[src/rtl/core/sidstep_pkg.sv]
// Shared types, register indexes and phase tables for the sidereal stepper sequencer.
package sidstep_pkg;

	// configuration register indexes
	typedef enum logic [2:0] {
		REG_RUN_MODE       = 3'd0,
		REG_HALF_STEP_MODE = 3'd1,
		REG_BASE_INTERVAL  = 3'd2,
		REG_EXTRA_TICK     = 3'd3,
		REG_POWER_DOWN     = 3'd4,
		REG_POWER_UP_LEAD  = 3'd5,
		REG_REWIND_PERIOD  = 3'd6,
		REG_COIL_MASK      = 3'd7
	} reg_index_t;

	// reset values of the configuration registers
	localparam logic        RST_RUN_MODE       = 1'b0;
	localparam logic        RST_HALF_STEP_MODE = 1'b1;
	localparam logic [15:0] RST_BASE_INTERVAL  = 16'd9138;
	localparam logic [6:0]  RST_EXTRA_TICK     = 7'd2;
	localparam logic [15:0] RST_POWER_DOWN     = 16'd1000;
	localparam logic [15:0] RST_POWER_UP_LEAD  = 16'd1000;
	localparam logic [7:0]  RST_REWIND_PERIOD  = 8'd200;
	localparam logic [3:0]  RST_COIL_MASK      = 4'hF;

	localparam int CFG_DATA_W = 16;

	typedef struct packed {
		logic        run_mode;
		logic        half_step_mode;
		logic [15:0] base_interval;
		logic [6:0]  extra_tick_mask;
		logic [15:0] power_down_tick;
		logic [15:0] power_up_lead;
		logic [7:0]  rewind_period;
		logic [3:0]  coil_enable_mask;
	} cfg_t;

	typedef struct packed {
		logic [3:0] coil_bits;
		logic       step_taken;
		logic [2:0] pattern_slot;
	} result_t;

	// eight-phase half-step table
	function automatic logic [3:0] half_phase(input logic [2:0] pos);
		logic [3:0] pat;
		case (pos)
			3'd0:    pat = 4'd1;
			3'd1:    pat = 4'd9;
			3'd2:    pat = 4'd8;
			3'd3:    pat = 4'd10;
			3'd4:    pat = 4'd2;
			3'd5:    pat = 4'd6;
			3'd6:    pat = 4'd4;
			default: pat = 4'd5;
		endcase
		return pat;
	endfunction

	// four-phase full-step table
	function automatic logic [3:0] full_phase(input logic [1:0] pos);
		logic [3:0] pat;
		case (pos)
			2'd0:    pat = 4'd1;
			2'd1:    pat = 4'd8;
			2'd2:    pat = 4'd2;
			default: pat = 4'd4;
		endcase
		return pat;
	endfunction

endpackage

[src/rtl/core/sidstep_core.sv]
// Tick counters, phase state and coil drive update for one tick request.
module sidstep_core #(
	parameter int PATTERN_LEN = 7
) (
	input  logic                 clk,
	input  logic                 arst_n,
	input  sidstep_pkg::cfg_t    cfg,
	input  logic                 fire,
	input  logic                 tick_enable,
	output sidstep_pkg::result_t result
);
	import sidstep_pkg::*;

	localparam logic [3:0] LEN_W = 4'(PATTERN_LEN);

	logic [15:0] track_cnt_q, track_cnt_d;
	logic [2:0]  pat_idx_q, pat_idx_d;
	logic [2:0]  phase_q, phase_d;
	logic [3:0]  last_coils_q, last_coils_d;
	logic [3:0]  coil_q, coil_d;
	logic [7:0]  rew_cnt_q, rew_cnt_d;
	logic        stepped;

	logic [3:0]  step_pat;
	logic [16:0] interval_sum;
	logic [15:0] interval;
	logic [15:0] track_inc;
	logic [16:0] lead_sum;
	logic [7:0]  rew_inc;
	logic [7:0]  extra_bits;
	logic [3:0]  idx_inc;

	// phase pattern for a step from the current position
	always_comb begin
		step_pat = (cfg.half_step_mode ? half_phase(phase_q) : full_phase(phase_q[1:0]))
			& cfg.coil_enable_mask;
	end

	// slot interval, saturated at the counter range
	assign extra_bits   = {1'b0, cfg.extra_tick_mask};
	assign interval_sum = {1'b0, cfg.base_interval} + {16'd0, extra_bits[pat_idx_q]};
	assign interval     = interval_sum[16] ? 16'hFFFF : interval_sum[15:0];
	assign track_inc    = track_cnt_q + 16'd1;
	assign lead_sum     = {1'b0, track_inc} + {1'b0, cfg.power_up_lead};
	assign rew_inc      = rew_cnt_q + 8'd1;
	assign idx_inc      = {1'b0, pat_idx_q} + 4'd1;

	// next state for one tick
	always_comb begin
		track_cnt_d  = track_cnt_q;
		pat_idx_d    = pat_idx_q;
		phase_d      = phase_q;
		last_coils_d = last_coils_q;
		coil_d       = coil_q;
		rew_cnt_d    = rew_cnt_q;
		stepped      = 1'b0;
		if (tick_enable) begin
			if (cfg.run_mode) begin
				rew_cnt_d = rew_inc;
				if (rew_inc == cfg.rewind_period) begin
					coil_d    = step_pat;
					phase_d   = phase_q + 3'd1;
					rew_cnt_d = 8'd0;
					stepped   = 1'b1;
				end
			end else begin
				track_cnt_d = track_inc;
				if (track_inc == cfg.power_down_tick) begin
					coil_d = 4'd0;
				end else if (lead_sum == {1'b0, interval}) begin
					coil_d = last_coils_q & cfg.coil_enable_mask;
				end else if (track_inc == interval) begin
					coil_d       = step_pat;
					last_coils_d = step_pat;
					phase_d      = phase_q - 3'd1;
					pat_idx_d    = (idx_inc >= LEN_W) ? 3'd0 : idx_inc[2:0];
					track_cnt_d  = 16'd0;
					stepped      = 1'b1;
				end
			end
		end
	end

	// advance state on an accepted request
	always_ff @(posedge clk or negedge arst_n) begin
		if (!arst_n) begin
			track_cnt_q  <= '0;
			pat_idx_q    <= '0;
			phase_q      <= '0;
			last_coils_q <= '0;
			coil_q       <= '0;
			rew_cnt_q    <= '0;
		end else if (fire) begin
			track_cnt_q  <= track_cnt_d;
			pat_idx_q    <= pat_idx_d;
			phase_q      <= phase_d;
			last_coils_q <= last_coils_d;
			coil_q       <= coil_d;
			rew_cnt_q    <= rew_cnt_d;
		end
	end

	// result of this request, taken from the updated state
	always_comb begin
		result.coil_bits    = coil_d;
		result.step_taken   = stepped;
		result.pattern_slot = pat_idx_d;
	end

endmodule

[src/rtl/core/sidstep_outbuf.sv]
// Two-entry result buffer between the sequencer and the output channel.
module sidstep_outbuf (
	input  logic                 clk,
	input  logic                 arst_n,
	input  logic                 push,
	input  sidstep_pkg::result_t push_data,
	output logic                 has_room,
	output logic                 out_valid,
	input  logic                 out_ready,
	output sidstep_pkg::result_t out_data
);
	import sidstep_pkg::*;

	result_t    entry_q [2];
	logic       wr_ptr_q;
	logic       rd_ptr_q;
	logic [1:0] count_q;
	logic       pop;

	assign has_room  = (count_q != 2'd2);
	assign out_valid = (count_q != 2'd0);
	assign pop       = out_valid && out_ready;
	assign out_data  = entry_q[rd_ptr_q];

	// store the incoming result
	always_ff @(posedge clk) begin
		if (push) begin
			entry_q[wr_ptr_q] <= push_data;
		end
	end

	// track pointers and fill level
	always_ff @(posedge clk or negedge arst_n) begin
		if (!arst_n) begin
			wr_ptr_q <= 1'b0;
			rd_ptr_q <= 1'b0;
			count_q  <= 2'd0;
		end else begin
			if (push) begin
				wr_ptr_q <= ~wr_ptr_q;
			end
			if (pop) begin
				rd_ptr_q <= ~rd_ptr_q;
			end
			if (push && !pop) begin
				count_q <= count_q + 2'd1;
			end else if (pop && !push) begin
				count_q <= count_q - 2'd1;
			end
		end
	end

endmodule

[src/rtl/core/sidereal_stepper_sequencer_top.sv]
// Top level of the sidereal stepper sequencer: configuration registers and channels.
//
// Each input request carries tick_enable: 1 means one 10 us timer tick has
// elapsed, 0 leaves all state untouched. Every request yields exactly one
// result: the coil drive bits, a flag telling whether this tick moved the
// motor phase, and the interval pattern slot now being timed.
// A request is processed in the cycle it is accepted; its result queues for
// output behind unread results. A new request can be accepted every cycle
// unless the buffer is full. The tick update (counter increment, interval
// compare, phase table lookup) is one pass of logic into the state registers.
// A two-entry result buffer decouples the channels: input keeps flowing while
// one result waits, and in_ready drops only when two results are unread.
// Configuration registers are written through cfg_we/cfg_index/cfg_data at
// any clock edge with cfg_we high; write them only while the block is idle.
// Reset clears counters, phase and coil drive (coils off), empties the result
// buffer and loads the default tracking configuration.
module sidereal_stepper_sequencer_top #(
	parameter int PATTERN_LEN = 7
) (
	input  logic        clk,
	input  logic        arst_n,
	input  logic        in_valid,
	output logic        in_ready,
	input  logic        tick_enable,
	output logic        out_valid,
	input  logic        out_ready,
	output logic [3:0]  coil_bits,
	output logic        step_taken,
	output logic [2:0]  pattern_slot,
	input  logic        cfg_we,
	input  logic [2:0]  cfg_index,
	input  logic [15:0] cfg_data
);
	import sidstep_pkg::*;

	cfg_t    cfg_q;
	result_t core_res;
	result_t out_res;
	logic    fire;
	logic    has_room;

	assign in_ready = has_room;
	assign fire     = in_valid && has_room;

	// configuration register writes
	always_ff @(posedge clk or negedge arst_n) begin
		if (!arst_n) begin
			cfg_q.run_mode         <= RST_RUN_MODE;
			cfg_q.half_step_mode   <= RST_HALF_STEP_MODE;
			cfg_q.base_interval    <= RST_BASE_INTERVAL;
			cfg_q.extra_tick_mask  <= RST_EXTRA_TICK;
			cfg_q.power_down_tick  <= RST_POWER_DOWN;
			cfg_q.power_up_lead    <= RST_POWER_UP_LEAD;
			cfg_q.rewind_period    <= RST_REWIND_PERIOD;
			cfg_q.coil_enable_mask <= RST_COIL_MASK;
		end else if (cfg_we) begin
			unique case (reg_index_t'(cfg_index))
				REG_RUN_MODE:       cfg_q.run_mode         <= cfg_data[0];
				REG_HALF_STEP_MODE: cfg_q.half_step_mode   <= cfg_data[0];
				REG_BASE_INTERVAL:  cfg_q.base_interval    <= cfg_data;
				REG_EXTRA_TICK:     cfg_q.extra_tick_mask  <= cfg_data[6:0];
				REG_POWER_DOWN:     cfg_q.power_down_tick  <= cfg_data;
				REG_POWER_UP_LEAD:  cfg_q.power_up_lead    <= cfg_data;
				REG_REWIND_PERIOD:  cfg_q.rewind_period    <= cfg_data[7:0];
				REG_COIL_MASK:      cfg_q.coil_enable_mask <= cfg_data[3:0];
				default: ;
			endcase
		end
	end

	sidstep_core #(
		.PATTERN_LEN (PATTERN_LEN)
	) u_core (
		.clk         (clk),
		.arst_n      (arst_n),
		.cfg         (cfg_q),
		.fire        (fire),
		.tick_enable (tick_enable),
		.result      (core_res)
	);

	sidstep_outbuf u_outbuf (
		.clk       (clk),
		.arst_n    (arst_n),
		.push      (fire),
		.push_data (core_res),
		.has_room  (has_room),
		.out_valid (out_valid),
		.out_ready (out_ready),
		.out_data  (out_res)
	);

	// drive the result ports
	assign coil_bits    = out_res.coil_bits;
	assign step_taken   = out_res.step_taken;
	assign pattern_slot = out_res.pattern_slot;

endmodule

[config.mk]
export PLATFORM = sky130hd
export DESIGN_NAME = sidereal_stepper_sequencer_top
export DESIGN_NICKNAME = d
export VERILOG_FILES = /design/src/rtl/core/sidstep_pkg.sv /design/src/rtl/core/sidstep_core.sv /design/src/rtl/core/sidstep_outbuf.sv /design/src/rtl/core/sidereal_stepper_sequencer_top.sv
export SDC_FILE = /design/constraint.sdc
export NUM_CORES = 1
export LEC_CHECK = 0
export ABC_CLOCK_PERIOD_IN_PS = 6000
export BUFFER_PORTS_ARGS = -buffer_cell sky130_fd_sc_hd__buf_4
export CORE_ASPECT_RATIO = 2
export CORE_MARGIN = 2
export CORE_UTILIZATION = 63
export DETAILED_ROUTE_END_ITERATION = 6
export PLACE_DENSITY = 0.83
export SLEW_MARGIN = 30
export SYNTH_ARGS = -nofsm -noshare
export SYNTH_HDL_FRONTEND = slang
export SYNTH_SLANG_ARGS = --single-unit
[constraint.sdc]
create_clock -name clk -period 6 [get_ports clk]
set_input_delay 0.3 -clock clk [delete_from_list [all_inputs] [get_ports clk]]
set_output_delay 0.3 -clock clk [all_outputs]
set_load 0.02 [all_outputs]
==> results.cfg <==
[status]
status = complete, no violations

[logic_synthesis]
synth_nets = 916
synthArstFlopShare_pct = 87.40
ys_seq_elements = 127
dominantRegCellSynth = dfrtp_1
ys_seq_area_share_pct = 38.56
syn_area_per_cell_um2 = 10.01
synth_area_um2 = 8539
ys_warn_count = 0
synth_edf_count = 16
netlist_instances = 853
netlist-cell-type-count = 83

[drt]
finalWirelength_um = 25600
drt_iter0_drc = 437
drtPass1Iterations = 5
via_per_inst = 6.847
ant_nets = 0
wl_per_cell_um = 24.19
route.vias.total = 7244
drc = 0

[power]
power_density_nw_per_um2 = 380.6
switching_power_w = 0.001386
power.leakage_nw = 4.038
p_int_w = 0.002259
p_comb_share_pct = 36.4
p_sw_share_pct = 38.02
seqPwrFrac_pct = 36.3
peakVddDrop_mv = 0.2444
p_clk_share_pct = 27.3

[placed_design]
dp_hpwl_um = 19200
placed_cells = 1023
dp_worst_setup_slack_ps = 612.4
port_buffers = 34
gp_congestion = 1.014

[worst_setup_path]
crit_type = flop to flop
cp_max_fo = 9
reg2reg_setup_slack_ps = 430
ff2ff_path_depth = 16
cp.arrival_ps = 5730
r2r_end = u_outbuf.entry_q[0][0]
r2r_start = u_core.pat_idx_q[1]
crit_path_end_kind = flop
required_ps = 6160
start_kind = flop

[clock_tree]
cts_root_buf = clkbuf_16
clock_sinks = 127
cts_buffers = 17
post_cts_resized = 0
clock_latency_ps = 420
path_clk_slew_ps = 60
cts_htree_levels = 4
cts_tree = yes
clk_path_buf_depth = 2

[floorplan]
dieArea_um2 = 14560
pin_count = 35
die_w_um = 86.33
core-area_um2 = 13360
num_rows = 60
die_y_um = 168.7
initial_core_util_pct = 63.90

[timing]
fin_ws_ps = 429.2
setup_viol = 0
worst-slew-pin-transition_ps = 835.8
worst_hold_slack_ps = 125.0
skew_ps = 15.70
clock.fmax_mhz = 179.5
fin_crit_ps = 5571
fin_crit_sh_pct = 92.85
max_slew_margin_pct = 43.82
finalHoldViolCount = 0
setup_tns_ps = 0
slew_viol_final = 0
rsz0062_at_grt = no

[global_route]
first_global_vias = 7373
track_usage_pct = 35.64
grt_overflow = 0
grt_pass1_wl_um = 39210
grt_max_degree = 76
antenna_found_initial = 0

[worst_hold_path]
whs_path_depth = 3
hold_path.class = input pin to flop
hp-start = cfg_data[14]
hold_end = cfg_q[65]

[finish]
area_growth_pct = 12.15
drive_gt1_share_pct = 24.28
nNetsFinal = 952
final_cell_count_no_fill = 1058
fin_util_pct = 71.67

[job]
maxCapViolCount = 0
-- layer usage --
metal | part of all wire, % | up-vias | GRT usage [%]
met4 | 7.5 | 0 | 24.12
li1 | - | 3260 | -
met1 | 33 | 3598 | 34.41
met3 | 3.6 | 100 | 3.803
met5 | 0 | - | 0
met2 | 55 | 286 | 67.73
-- how the worst max path moves through the flow --
stage,start,end,slack [ps],cells past startpoint
3_5_place_dp,u_core.track_cnt_q[0],u_outbuf.entry_q[0][0],610,16
2_1_floorplan,u_core.track_cnt_q[1],u_outbuf.entry_q[0][0],1510,17
6_report,u_core.pat_idx_q[1],u_outbuf.entry_q[0][0],430,16
3_3_place_gp,u_core.track_cnt_q[0],u_outbuf.entry_q[0][0],710,16
4_1_cts,u_core.pat_idx_q[1],u_outbuf.entry_q[0][0],530,16
5_1_grt,u_core.pat_idx_q[1],u_core.track_cnt_q[9],140,16
-- timing repair --
action / 4_1_cts / 5_1_grt
setup buffers: 0 / 0
hold endpoints to repair: 18 / 0
hold buffers: 1 / 0
-- synth_stat cells (all sizes together) (4+ instances only) --
library cell  instances  area share, %
a21oi                30            1.8
and3                 12           0.88
dfrtp                83             24
xor2                 29            3.0
buf                   9           0.56
a211o                 4           0.41
dfstp                28            8.6
nand2                71            3.1
nor2b                 5           0.37
mux2i                14            1.6
or2                   8           0.62
nand3                36            2.1
o21ai                42            2.5
a21o                 10           0.88
inv                  26            1.1
mux2                 84             11
nand4                13            1.2
a22o                 12            1.2
nor2                 40            1.8
and4                  4           0.41
nand2b               14            1.0
xnor2                44            4.5
nand4b                7           0.72
clkbuf               24            1.1
o22ai                 6           0.44
o211ai                8           0.70
and2                  4           0.29
a31oi                10           0.81
nor3                 22            1.3
ha                   37            5.4
a211oi                9           0.79
edfxtp               16            5.6
o31ai                 6           0.53
o31a                  5           0.51
nor4                 10           0.98
a2111oi               4           0.48
o21a                  4           0.35
or3                   8           0.64
-- worst max-delay path, cell delays in order, from the launching register on --
cell and delay (ps):
dfrtp_1 540, mux2i_1 160, nor2_1 170, a31oi_1 80, a21oi_1 200, ha_1 300, ha_1 410, inv_1 170
or3_4 450, nor3_1 600, and2_1 230, o21ai_0 120, a2111oi_2 330, or4b_1 710, or2_4 350, nand3_1 120
mux2_2 360
-- through the flow --
step / instance area (µm²) / power [W]
after floorplan: 8539 / 0.002207
after global placement: 8965 / 0.002559
after detailed placement: 8980 / 0.002618
after CTS: 9553 / 0.003617
after global routing: 9574 / 0.003798
final: 9577 / 0.003644
-- flip-flops by register name (all words and copies together), names as in the netlist --
signal               flops
u_outbuf.entry_q        16
u_core.last_coils_q      4
u_core.pat_idx_q         3
u_core.phase_q           3
u_core.rew_cnt_q         8
u_outbuf.rd_ptr_q        1
u_core.coil_q            4
u_outbuf.count_q         2
u_core.track_cnt_q      16
cfg_q                   69
u_outbuf.wr_ptr_q        1
-- power groups by stage --
stage / Combinational (W) / Sequential, W / Clock [W]
finish: 0.00133 / 0.00132 / 0.000996
global route: 0.00143 / 0.00134 / 0.00103
CTS: 0.00131 / 0.00131 / 0.000993
detailed placement: 0.00129 / 0.00133 / 0
global placement: 0.00125 / 0.00131 / 0
floorplan: 0.000987 / 0.00122 / 0
-- logic make-up (layout without fill, tap and decap cells) --
family          Yosys count  in the layout  share of synthesized area (%)
mux                      99             99                          12.98
buf+inv                  59            108                          2.755
fa+ha+maj                38             38                          5.656
other cells               0              1                              0
compound gates          190            190                          15.82
xor+xnor                 73             73                          7.487
flops                   127            127                          38.56
simple gates            267            267                          16.73
-- layout make-up --
cell class,instances,area (µm²)
Multi-Input combinational cell,667,5030
Fill cell,976,3786
Tap cell,155,193.9
Sequential cell,127,3293
Clock buffer,21,481.7
Clock inverter,11,81.33
Timing Repair Buffer,50,396.6
Antenna cell,1,2.502
Inverter,26,97.59
-- layout by cell type, fill, tap and decap left out, types with 9 or more instances in the layout --
| master | count |
|---|---|
| mux2_2 | 84 |
| dfrtp_1 | 83 |
| nand2_1 | 70 |
| buf_4 | 46 |
| xnor2_1 | 44 |
| o21ai_0 | 41 |
| nor2_1 | 40 |
| ha_1 | 37 |
| nand3_1 | 36 |
| a21oi_1 | 30 |
| xor2_1 | 29 |
| dfstp_2 | 28 |
| inv_1 | 26 |
| nor3_1 | 21 |
| clkbuf_16 | 18 |
| edfxtp_1 | 16 |
| mux2i_1 | 14 |
| nand2b_1 | 14 |
| and3_1 | 12 |
| a22o_1 | 12 |
| nand4_1 | 11 |
| a21o_1 | 10 |
| a31oi_1 | 9 |
| a211oi_1 | 9 |
Note: power is estimated with default switching activity, not from simulation.
